[src/hw/rtl/ttl_block_table_with_eviction_assert.svh]
// Assertion macros used by the sequencer module.
// Each macro takes a label, the clock, the active-low reset, a condition
// and the property that must follow from it.
`ifndef TTL_BLOCK_TABLE_WITH_EVICTION_ASSERT_SVH
`define TTL_BLOCK_TABLE_WITH_EVICTION_ASSERT_SVH

// The consequence must hold in the same cycle as the condition.
`define TTBE_ASSERT_IMPLY(name, clk, rst_n, ante, cons) \
	name: assert property (@(posedge clk) disable iff (!rst_n) (ante) |-> (cons)) \
	else $error("same-cycle implication violated");

// The consequence must hold in the cycle after the condition.
`define TTBE_ASSERT_NEXT(name, clk, rst_n, ante, cons) \
	name: assert property (@(posedge clk) disable iff (!rst_n) (ante) |=> (cons)) \
	else $error("next-cycle implication violated");

`endif

[src/hw/rtl/ttbe_pkg.sv]
`timescale 1ns / 1ps

package ttbe_pkg;

	// Table geometry.
	localparam int TABLE_DEPTH = 32;
	localparam int IDXW = (TABLE_DEPTH > 1) ? $clog2(TABLE_DEPTH) : 1;
	localparam int CNTW = $clog2(TABLE_DEPTH + 1);

	// Field widths.
	localparam int DATAW = 32;
	localparam int OPW = 2;
	localparam int CAPW = 6;
	localparam int POLW = 3;
	localparam int PICKW = 5;
	localparam int STATW = 3;
	localparam int OCNTW = 6;
	localparam int CFG_IDXW = 1;
	localparam int CFG_DW = 6;

	// Common width for comparing counts against limits and indexes.
	localparam int LIMW0 = (CNTW > CAPW) ? CNTW : CAPW;
	localparam int LIMW = (LIMW0 > PICKW) ? LIMW0 : PICKW;

	// Register indexes.
	localparam logic [CFG_IDXW-1:0] REG_CAPACITY = 1'd0;
	localparam logic [CFG_IDXW-1:0] REG_POLICY = 1'd1;

	// Register reset values.
	localparam logic [CAPW-1:0] CAP_RESET = 6'd32;

	// Operation codes.
	localparam logic [OPW-1:0] OP_ADD = 2'd0;
	localparam logic [OPW-1:0] OP_REMOVE = 2'd1;
	localparam logic [OPW-1:0] OP_TICK = 2'd2;

	// Removal policies.
	localparam logic [POLW-1:0] POL_NEVER = 3'd0;
	localparam logic [POLW-1:0] POL_NEWEST = 3'd1;
	localparam logic [POLW-1:0] POL_OLDEST = 3'd2;
	localparam logic [POLW-1:0] POL_INDEXED = 3'd3;
	localparam logic [POLW-1:0] POL_LARGEST = 3'd4;
	localparam logic [POLW-1:0] POL_SMALLEST = 3'd5;

	// Result status codes.
	localparam logic [STATW-1:0] STAT_OK = 3'd0;
	localparam logic [STATW-1:0] STAT_FULL = 3'd1;
	localparam logic [STATW-1:0] STAT_NONE = 3'd2;
	localparam logic [STATW-1:0] STAT_RANGE = 3'd3;
	localparam logic [STATW-1:0] STAT_POLICY = 3'd4;

	// Control broadcast from the sequencer to every cell of the ring.
	typedef struct packed {
		logic shift;
		logic wen;
		logic [IDXW-1:0] widx;
		logic [DATAW-1:0] wsize;
		logic [DATAW-1:0] wttl;
	} cell_ctl_t;

endpackage

[src/hw/rtl/ttl_block_table_with_eviction.sv]
`timescale 1ns / 1ps
// Add, immediate errors and the unused opcode go from the request straight to the response
// state. Remove by newest, oldest or index and tick first make one ring rotation (PASS).
// Remove by largest or smallest size makes a search rotation (SCAN), then the erase pass.
// One request is worked at a time; the next is taken once the result sits in the output
// register; a result waits in the response state while the output register still holds one.
// Reset clears the entry count and loads the register defaults; entry contents stay undefined.
module ttl_block_table_with_eviction (
	input logic clk,
	input logic arst_n,
	input logic cfg_we,
	input logic [ttbe_pkg::CFG_IDXW-1:0] cfg_index,
	input logic [ttbe_pkg::CFG_DW-1:0] cfg_data,
	input logic s_tvalid,
	output logic s_tready,
	// opcode[1:0], entry_size[33:2], entry_ttl[65:34], pick_index[70:66], zero fill [71]
	input logic [71:0] s_tdata,
	output logic m_tvalid,
	input logic m_tready,
	// status[2:0], entry_count[8:3], removed_size[40:9], pruned_count[46:41], zero fill [47]
	output logic [47:0] m_tdata
);

	ttbe_pkg::cell_ctl_t ctl;
	logic [ttbe_pkg::DATAW-1:0] cell_size [ttbe_pkg::TABLE_DEPTH];
	logic [ttbe_pkg::DATAW-1:0] cell_ttl [ttbe_pkg::TABLE_DEPTH];
	logic [ttbe_pkg::STATW-1:0] status;
	logic [ttbe_pkg::OCNTW-1:0] entry_count;
	logic [ttbe_pkg::DATAW-1:0] removed_size;
	logic [ttbe_pkg::OCNTW-1:0] pruned_count;

	// Ring of cells; each takes the contents of the next one on a shift.
	for (genvar g = 0; g < ttbe_pkg::TABLE_DEPTH; g++) begin : g_cell
		localparam int NXT = (g + 1) % ttbe_pkg::TABLE_DEPTH;
		ttbe_cell u_cell (
			.clk(clk),
			.ctl(ctl),
			.idx(ttbe_pkg::IDXW'(g)),
			.nbr_size(cell_size[NXT]),
			.nbr_ttl(cell_ttl[NXT]),
			.size(cell_size[g]),
			.ttl(cell_ttl[g])
		);
	end

	// Sequencer, configuration registers and result register.
	ttbe_seq u_seq (
		.clk(clk),
		.arst_n(arst_n),
		.cfg_we(cfg_we),
		.cfg_index(cfg_index),
		.cfg_data(cfg_data),
		.in_valid(s_tvalid),
		.in_ready(s_tready),
		.opcode(s_tdata[1:0]),
		.entry_size(s_tdata[33:2]),
		.entry_ttl(s_tdata[65:34]),
		.pick_index(s_tdata[70:66]),
		.head_size(cell_size[0]),
		.head_ttl(cell_ttl[0]),
		.ctl(ctl),
		.out_valid(m_tvalid),
		.out_ready(m_tready),
		.status(status),
		.entry_count(entry_count),
		.removed_size(removed_size),
		.pruned_count(pruned_count)
	);

	assign m_tdata = {1'b0, pruned_count, removed_size, entry_count, status};

endmodule

[src/hw/rtl/ttbe_cell.sv]
`timescale 1ns / 1ps

module ttbe_cell (
	input logic clk,
	input ttbe_pkg::cell_ctl_t ctl,
	input logic [ttbe_pkg::IDXW-1:0] idx,
	input logic [ttbe_pkg::DATAW-1:0] nbr_size,
	input logic [ttbe_pkg::DATAW-1:0] nbr_ttl,
	output logic [ttbe_pkg::DATAW-1:0] size,
	output logic [ttbe_pkg::DATAW-1:0] ttl
);

	logic [ttbe_pkg::DATAW-1:0] size_q;
	logic [ttbe_pkg::DATAW-1:0] ttl_q;

	// A write addressed to this cell wins over the shift from the neighbor.
	always_ff @(posedge clk) begin
		if (ctl.wen && (ctl.widx == idx)) begin
			size_q <= ctl.wsize;
			ttl_q <= ctl.wttl;
		end else if (ctl.shift) begin
			size_q <= nbr_size;
			ttl_q <= nbr_ttl;
		end
	end

	assign size = size_q;
	assign ttl = ttl_q;

endmodule

[src/hw/rtl/ttbe_seq.sv]
`timescale 1ns / 1ps

module ttbe_seq (
	input logic clk,
	input logic arst_n,
	input logic cfg_we,
	input logic [ttbe_pkg::CFG_IDXW-1:0] cfg_index,
	input logic [ttbe_pkg::CFG_DW-1:0] cfg_data,
	input logic in_valid,
	output logic in_ready,
	input logic [ttbe_pkg::OPW-1:0] opcode,
	input logic [ttbe_pkg::DATAW-1:0] entry_size,
	input logic [ttbe_pkg::DATAW-1:0] entry_ttl,
	input logic [ttbe_pkg::PICKW-1:0] pick_index,
	input logic [ttbe_pkg::DATAW-1:0] head_size,
	input logic [ttbe_pkg::DATAW-1:0] head_ttl,
	output ttbe_pkg::cell_ctl_t ctl,
	output logic out_valid,
	input logic out_ready,
	output logic [ttbe_pkg::STATW-1:0] status,
	output logic [ttbe_pkg::OCNTW-1:0] entry_count,
	output logic [ttbe_pkg::DATAW-1:0] removed_size,
	output logic [ttbe_pkg::OCNTW-1:0] pruned_count
);

	`include "ttl_block_table_with_eviction_assert.svh"

	localparam logic [1:0] S_IDLE = 2'd0;
	localparam logic [1:0] S_SCAN = 2'd1;
	localparam logic [1:0] S_PASS = 2'd2;
	localparam logic [1:0] S_RESP = 2'd3;

	localparam logic [ttbe_pkg::IDXW-1:0] LAST_IDX = ttbe_pkg::IDXW'(ttbe_pkg::TABLE_DEPTH - 1);
	localparam logic [ttbe_pkg::LIMW-1:0] DEPTH_LIM = ttbe_pkg::LIMW'(ttbe_pkg::TABLE_DEPTH);

	logic [1:0] state_q;
	logic [ttbe_pkg::CAPW-1:0] cap_q;
	logic [ttbe_pkg::POLW-1:0] pol_q;
	logic [ttbe_pkg::CNTW-1:0] count_q;
	logic [ttbe_pkg::CNTW-1:0] drops_q;
	logic [ttbe_pkg::IDXW-1:0] step_q;
	logic [ttbe_pkg::IDXW-1:0] pos_q;
	logic [ttbe_pkg::DATAW-1:0] best_q;
	logic tick_q;
	logic [ttbe_pkg::STATW-1:0] res_status_q;
	logic [ttbe_pkg::DATAW-1:0] removed_q;
	logic out_valid_q;
	logic [ttbe_pkg::STATW-1:0] out_status_q;
	logic [ttbe_pkg::OCNTW-1:0] out_count_q;
	logic [ttbe_pkg::DATAW-1:0] out_removed_q;
	logic [ttbe_pkg::OCNTW-1:0] out_pruned_q;

	logic accept;
	logic table_full;
	logic [ttbe_pkg::LIMW-1:0] limit;
	logic [ttbe_pkg::LIMW-1:0] count_ext;
	logic live;
	logic step_last;
	logic [ttbe_pkg::DATAW-1:0] ttl_dec;
	logic [ttbe_pkg::DATAW-1:0] pass_ttl;
	logic drop;
	logic keep;
	logic better;
	logic resp_load;
	logic [ttbe_pkg::IDXW-1:0] wptr;

	assign accept = in_valid && in_ready;
	assign in_ready = (state_q == S_IDLE);

	// Effective capacity is the smaller of the register and the table depth.
	assign count_ext = ttbe_pkg::LIMW'(count_q);
	assign limit = (ttbe_pkg::LIMW'(cap_q) < DEPTH_LIM) ? ttbe_pkg::LIMW'(cap_q) : DEPTH_LIM;
	assign table_full = (count_ext >= limit);

	// The ring rotates once per pass; the head cell holds the entry at position step_q.
	assign live = (ttbe_pkg::CNTW'(step_q) < count_q);
	assign step_last = (step_q == LAST_IDX);

	// Kept entries land at the slot that rotates into their compacted position.
	assign wptr = LAST_IDX - drops_q[ttbe_pkg::IDXW-1:0];

	// Positive time-to-live counts down; zero and negative values stay.
	assign ttl_dec = (!head_ttl[ttbe_pkg::DATAW-1] && (head_ttl != '0)) ?
		(head_ttl - ttbe_pkg::DATAW'(1)) : head_ttl;
	assign pass_ttl = tick_q ? ttl_dec : head_ttl;
	assign drop = live && (tick_q ? (ttl_dec == '0) : (step_q == pos_q));
	assign keep = live && !drop;

	// Search compare for the first largest or first smallest size.
	assign better = (pol_q == ttbe_pkg::POL_LARGEST) ? (head_size > best_q) : (head_size < best_q);

	assign resp_load = (state_q == S_RESP) && (!out_valid_q || out_ready);

	// Cell control: add writes the fill slot, scan shifts, pass shifts and rewrites.
	always_comb begin
		ctl.shift = 1'b0;
		ctl.wen = 1'b0;
		ctl.widx = wptr;
		ctl.wsize = head_size;
		ctl.wttl = pass_ttl;
		case (state_q)
			S_IDLE: begin
				if (accept && (opcode == ttbe_pkg::OP_ADD) && !table_full) begin
					ctl.wen = 1'b1;
					ctl.widx = ttbe_pkg::IDXW'(count_q);
					ctl.wsize = entry_size;
					ctl.wttl = entry_ttl;
				end
			end
			S_SCAN: begin
				ctl.shift = 1'b1;
			end
			S_PASS: begin
				ctl.shift = 1'b1;
				ctl.wen = keep;
			end
			default: begin
				ctl.shift = 1'b0;
			end
		endcase
	end

	// Configuration registers.
	always_ff @(posedge clk or negedge arst_n) begin
		if (!arst_n) begin
			cap_q <= ttbe_pkg::CAP_RESET;
			pol_q <= ttbe_pkg::POL_NEVER;
		end else if (cfg_we) begin
			if (cfg_index == ttbe_pkg::REG_CAPACITY) begin
				cap_q <= cfg_data[ttbe_pkg::CAPW-1:0];
			end else if (cfg_index == ttbe_pkg::REG_POLICY) begin
				pol_q <= cfg_data[ttbe_pkg::POLW-1:0];
			end
		end
	end

	// Operation sequencer.
	always_ff @(posedge clk or negedge arst_n) begin
		if (!arst_n) begin
			state_q <= S_IDLE;
			count_q <= '0;
			drops_q <= '0;
			step_q <= '0;
			pos_q <= '0;
			best_q <= '0;
			tick_q <= 1'b0;
			res_status_q <= ttbe_pkg::STAT_OK;
			removed_q <= '0;
		end else begin
			case (state_q)
				S_IDLE: begin
					if (accept) begin
						drops_q <= '0;
						step_q <= '0;
						tick_q <= 1'b0;
						res_status_q <= ttbe_pkg::STAT_OK;
						removed_q <= '0;
						state_q <= S_RESP;
						if (opcode == ttbe_pkg::OP_ADD) begin
							if (table_full) begin
								res_status_q <= ttbe_pkg::STAT_FULL;
							end else begin
								count_q <= count_q + ttbe_pkg::CNTW'(1);
							end
						end else if (opcode == ttbe_pkg::OP_REMOVE) begin
							if ((pol_q == ttbe_pkg::POL_NEVER) || (count_q == '0)) begin
								res_status_q <= ttbe_pkg::STAT_NONE;
							end else begin
								case (pol_q)
									ttbe_pkg::POL_NEWEST: begin
										pos_q <= ttbe_pkg::IDXW'(count_q - ttbe_pkg::CNTW'(1));
										state_q <= S_PASS;
									end
									ttbe_pkg::POL_OLDEST: begin
										pos_q <= '0;
										state_q <= S_PASS;
									end
									ttbe_pkg::POL_INDEXED: begin
										if (ttbe_pkg::LIMW'(pick_index) >= count_ext) begin
											res_status_q <= ttbe_pkg::STAT_RANGE;
										end else begin
											pos_q <= ttbe_pkg::IDXW'(pick_index);
											state_q <= S_PASS;
										end
									end
									ttbe_pkg::POL_LARGEST, ttbe_pkg::POL_SMALLEST: begin
										state_q <= S_SCAN;
									end
									default: begin
										res_status_q <= ttbe_pkg::STAT_POLICY;
									end
								endcase
							end
						end else if (opcode == ttbe_pkg::OP_TICK) begin
							tick_q <= 1'b1;
							state_q <= S_PASS;
						end
					end
				end
				S_SCAN: begin
					// One full rotation to find the first extreme size.
					if (step_q == '0) begin
						best_q <= head_size;
						pos_q <= '0;
					end else if (live && better) begin
						best_q <= head_size;
						pos_q <= step_q;
					end
					step_q <= step_q + ttbe_pkg::IDXW'(1);
					if (step_last) begin
						step_q <= '0;
						state_q <= S_PASS;
					end
				end
				S_PASS: begin
					// One full rotation that drops and compacts entries.
					if (drop && !tick_q) begin
						removed_q <= head_size;
					end
					drops_q <= drops_q + ttbe_pkg::CNTW'(drop);
					step_q <= step_q + ttbe_pkg::IDXW'(1);
					if (step_last) begin
						count_q <= count_q - drops_q - ttbe_pkg::CNTW'(drop);
						step_q <= '0;
						state_q <= S_RESP;
					end
				end
				S_RESP: begin
					if (resp_load) begin
						state_q <= S_IDLE;
					end
				end
				default: begin
					state_q <= S_IDLE;
				end
			endcase
		end
	end

	// Output register; it frees the sequencer while a result waits.
	always_ff @(posedge clk or negedge arst_n) begin
		if (!arst_n) begin
			out_valid_q <= 1'b0;
		end else if (resp_load) begin
			out_valid_q <= 1'b1;
		end else if (out_ready) begin
			out_valid_q <= 1'b0;
		end
	end

	always_ff @(posedge clk) begin
		if (resp_load) begin
			out_status_q <= res_status_q;
			out_count_q <= ttbe_pkg::OCNTW'(count_q);
			out_removed_q <= removed_q;
			out_pruned_q <= tick_q ? ttbe_pkg::OCNTW'(drops_q) : '0;
		end
	end

	assign out_valid = out_valid_q;
	assign status = out_status_q;
	assign entry_count = out_count_q;
	assign removed_size = out_removed_q;
	assign pruned_count = out_pruned_q;

	`TTBE_ASSERT_NEXT(a_add_count, clk, arst_n, accept && (opcode == ttbe_pkg::OP_ADD) && !table_full, count_q == $past(count_q) + ttbe_pkg::CNTW'(1))
	`TTBE_ASSERT_NEXT(a_pass_ends, clk, arst_n, (state_q == S_PASS) && step_last, state_q == S_RESP)
	`TTBE_ASSERT_IMPLY(a_drops_bound, clk, arst_n, state_q == S_PASS, drops_q <= count_q)
	`TTBE_ASSERT_NEXT(a_resp_load, clk, arst_n, resp_load, out_valid_q && (state_q == S_IDLE))

endmodule

[config.mk]
export PLATFORM = sky130hd
export DESIGN_NAME = ttl_block_table_with_eviction
export DESIGN_NICKNAME = d
export VERILOG_FILES = /design/src/hw/rtl/ttbe_pkg.sv /design/src/hw/rtl/ttl_block_table_with_eviction.sv /design/src/hw/rtl/ttbe_cell.sv /design/src/hw/rtl/ttbe_seq.sv
export VERILOG_INCLUDE_DIRS = /design/src /design/src/hw/rtl
export SDC_FILE = /design/constraint.sdc
export NUM_CORES = 2
export LEC_CHECK = 0
export BUFFER_PORTS_ARGS = -buffer_cell sky130_fd_sc_hd__buf_2
export CAP_MARGIN = 20
export CORE_MARGIN = 2
export CORE_UTILIZATION = 45
export CTS_BUF_LIST = sky130_fd_sc_hd__clkbuf_4 sky130_fd_sc_hd__clkbuf_8
export DETAILED_ROUTE_END_ITERATION = 16
export PLACE_DENSITY = 0.68
export SYNTH_ARGS = -nofsm -noshare
export SYNTH_HDL_FRONTEND = slang
export SYNTH_SLANG_ARGS = --single-unit
[constraint.sdc]
create_clock -name clk -period 15.6 [get_ports clk]
set_clock_uncertainty 0.05 [all_clocks]
set_input_delay 3.12 -clock clk [delete_from_list [all_inputs] [get_ports clk]]
set_output_delay 3.12 -clock clk [all_outputs]
set_load 0.005 [all_outputs]
==> impl_metrics.yaml <==
route:
  ant_nets: 0
  drc: 0
  firstDrtPassIters: 6
  drtIter0Drc: 9992
  dr_total_vias: 64000
  drt-total-wl_mm: 300
  viasPerCell: 6.35
  post_drt_wl_per_cell_um: 29.8
sta:
  maxSlewHeadroom_pct: 16.1
  fin_crit_ps: 8350
  maxSlewViolCount: 0
  setup_ws_ps: 7250
  whs_ps: 402
  setup_viol: 0
  period_share_pct: 53.6
  rsz0062_at_grt: "no"
  fmax_mhz: 120
  hold_viol_final: 0
  setup_tns_ps: 0
  worst_slew_pin_slew_ps: 1260
floorplan:
  initial_core_util_pct: 45.2
  die_area_um2: 221000
  ioPinCount: 134
  fp.dieW_um: 470
  core_area_um2: 217000
  rows: 171
  fp.dieH_um: 470
placement:
  portBuffers: 131
  hpwl_mm: 168
  numPlacedInstances: 9431
  place_ws_ps: 6360
  globalplace.congestion: 0.864
  placed_cell_area_um2: 101000
synthesis:
  yosys-top-cells-area: "edfxtp_1, o21ai_0, mux2_2"
  ys_ff_latch: 2197
  syn_area_per_cell_um2: 14.2
  syn_nets: 7070
  yosysTopAreaCell: "edfxtp_1"
  synth-seq-area-share_pct: 66.9
  ys_warn_count: 0
  synthCells: 6915
  netlist_top_cells_count: "edfxtp_1, o21ai_0, mux2_2, clkbuf_1, mux2_1"
  synthArstFlopShare_pct: 4.64
  synth_edf_count: 2095
  synth_top_area_share_pct: 64.3
  synthesis.area_um2: 97900
  synthFlopType: "edfxtp_1"
  synth.most_common_cell: "edfxtp_1"
  yosysUniqueCellTypes: 81
finish:
  final_layout_size_suffix_gt1_share_pct: 24.4
  multi_input_area_um2: 29600
  areaGrowthSynthToFinish_pct: 10.1
  layout.nets: 7107
  fill_cells: 18300
  register_area_um2: 65500
  layout.cells.non_filler: 10100
  design_area_um2: 108000
hold_path:
  hold_class: "flop to flop"
global_route:
  grt-ovfl-total: 0
  grt_max_degree: 245
  antenna_found_initial: 15
  grt_pass1_wl_mm: 433
  grt_pass1_vias: 62100
  track_usage_pct: 26.5
cts:
  cts_max_level: 5
  cts.sinks: 2197
  clockBufferDepth: 4
  post_cts_buffers: 0
  ctsHoldBuffers: 0
  clkTransAtPathRegs_ps: 70
  post_cts_resized: 0
  clock_latency_ps: 1110
  cts_root_buffer: "clkbuf_8"
  numCtsBuffers: 359
  cts_tree: "done"
job:
  cap_violations: 0
worst_setup_path:
  required_ps: 16210
  critPathMaxFanout: 104
  critPathCaptureType: "flop"
  crit_arrival_ps: 8970
  start_kind: "input pin"
  path_class: "input pin to flop"
pwr:
  vdd_drop_max_uv: 229
  power.density_nw_per_um2: 250
  p_leak_uw: 0.0383
run_status:
  status: "finished clean"
==> cells by family (layout without fill, tap and decap cells) <==
group                    Yosys count  after routing  share of synthesized area (%)
XOR/XNOR                          42             42                          0.376
buffers and inverters            708            993                           3.45
flip-flops                      2197           2197                           66.9
AND/OR/NAND/NOR                  496            496                           2.37
multiplexers                    1132           1132                           13.9
adder cells (fa/ha/maj)           71             71                          0.923
other                              1             14                        0.00383
AO/OA/AOI/OAI                   2268           2268                           12.1
==> cell usage in the layout, fill, tap and decap left out, types with 49 or more instances in the layout <==
cell / n
buf_2: 130
buf_4: 181
clkbuf_4: 102
clkbuf_8: 375
clkinv_1: 84
dfrtp_1: 101
edfxtp_1: 2095
ha_1: 69
inv_1: 63
mux2_1: 268
mux2_2: 558
mux2_4: 253
mux2i_1: 50
nand2_1: 192
nand2_4: 49
nor2_1: 69
o21ai_0: 1974
o21ai_1: 124
==> metal layers <==
layer | wire length, um | up-vias | track usage, % | part of all wire [%]
li1 | - | 26400 | - | -
met4 | 10700 | 4 | 9.52 | 3.6
met1 | 117000 | 32300 | 36.6 | 39
met5 | 57 | - | 0 | 0.019
met2 | 133000 | 4504 | 40.1 | 44
met3 | 39300 | 677 | 7.40 | 13
==> path summary, 6_finish.rpt <==
kind | startpoint | endpoint | slack (ps) | cells past startpoint
worst max register to register | u_seq.count_ext[0] | g_cell[24].u_cell.ttl[5] | 8060 | 14
worst min register to register | u_seq.res_status_q[0] | u_seq.status[0] | 400 | 0
worst min-delay path | u_seq.res_status_q[0] | u_seq.status[0] | 400 | 0
worst max-delay path | s_tvalid | g_cell[24].u_cell.ttl[5] | 7250 | 12
min in group asynchronous | arst_n | u_seq.res_status_q[1] | 2020 | 1
max in group asynchronous | arst_n | u_seq.best_q[1] | 12300 | 2
==> critical path, stage by stage <==
cell      delay, ps
buf_2           160
nand2_1         300
nor4_1          100
o211ai_1        150
buf_12          490
buf_4           790
o21ai_1         520
nor2_1          730
nand2b_2        620
buf_4           470
nand2_4         570
buf_4           740
==> sequential cells by signal, summed over array words and instances, names as in the netlist <==
name                count
u_seq.removed_q        32
u_seq.res_status_q      3
u_seq.status            3
g_cell.u_cell.size   1024
u_seq.removed_size     32
u_seq.cap_q             6
u_seq.entry_count       6
u_seq.out_valid         1
u_seq.pruned_count      6
u_seq.best_q           32
u_seq.tick_q            1
u_seq.pol_q             3
u_seq.count_ext         6
u_seq.state_q           2
u_seq.step_q            5
u_seq.pos_q             5
g_cell.u_cell.ttl    1024
u_seq.drops_q           6
==> cell type report <==
| class | instances | area share [%] |
|---|---|---|
| clock buffer | 477 | 5.50 |
| multi-input combinational | 4010 | 27.5 |
| timing repair buffer | 319 | 2.00 |
| clock inverter | 132 | 0.693 |
| inverter | 65 | 0.226 |
| antenna | 13 | 0.0302 |
| sequential | 2197 | 60.8 |
| tap | 2854 | 3.31 |
==> power by group <==
| part | total, uW | switching (uW) | internal, uW |
|---|---|---|---|
| combinational | 9330 | 6890 | 2430 |
| sequential | 12700 | 1020 | 11700 |
| clock | 4900 | 2330 | 2570 |
| total | 27000 | 10200 | 16700 |
==> stage by stage <==
stage / power, uW / util, %
4_1_cts: 26800 / 49.6
2_1_floorplan: 17900 / -
3_5_place_dp: 21800 / 46.6
3_3_place_gp: 21500 / 46.5
5_1_grt: 28100 / 49.7
6_report: 27000 / 49.7
Power figures use the tool's default switching activity.
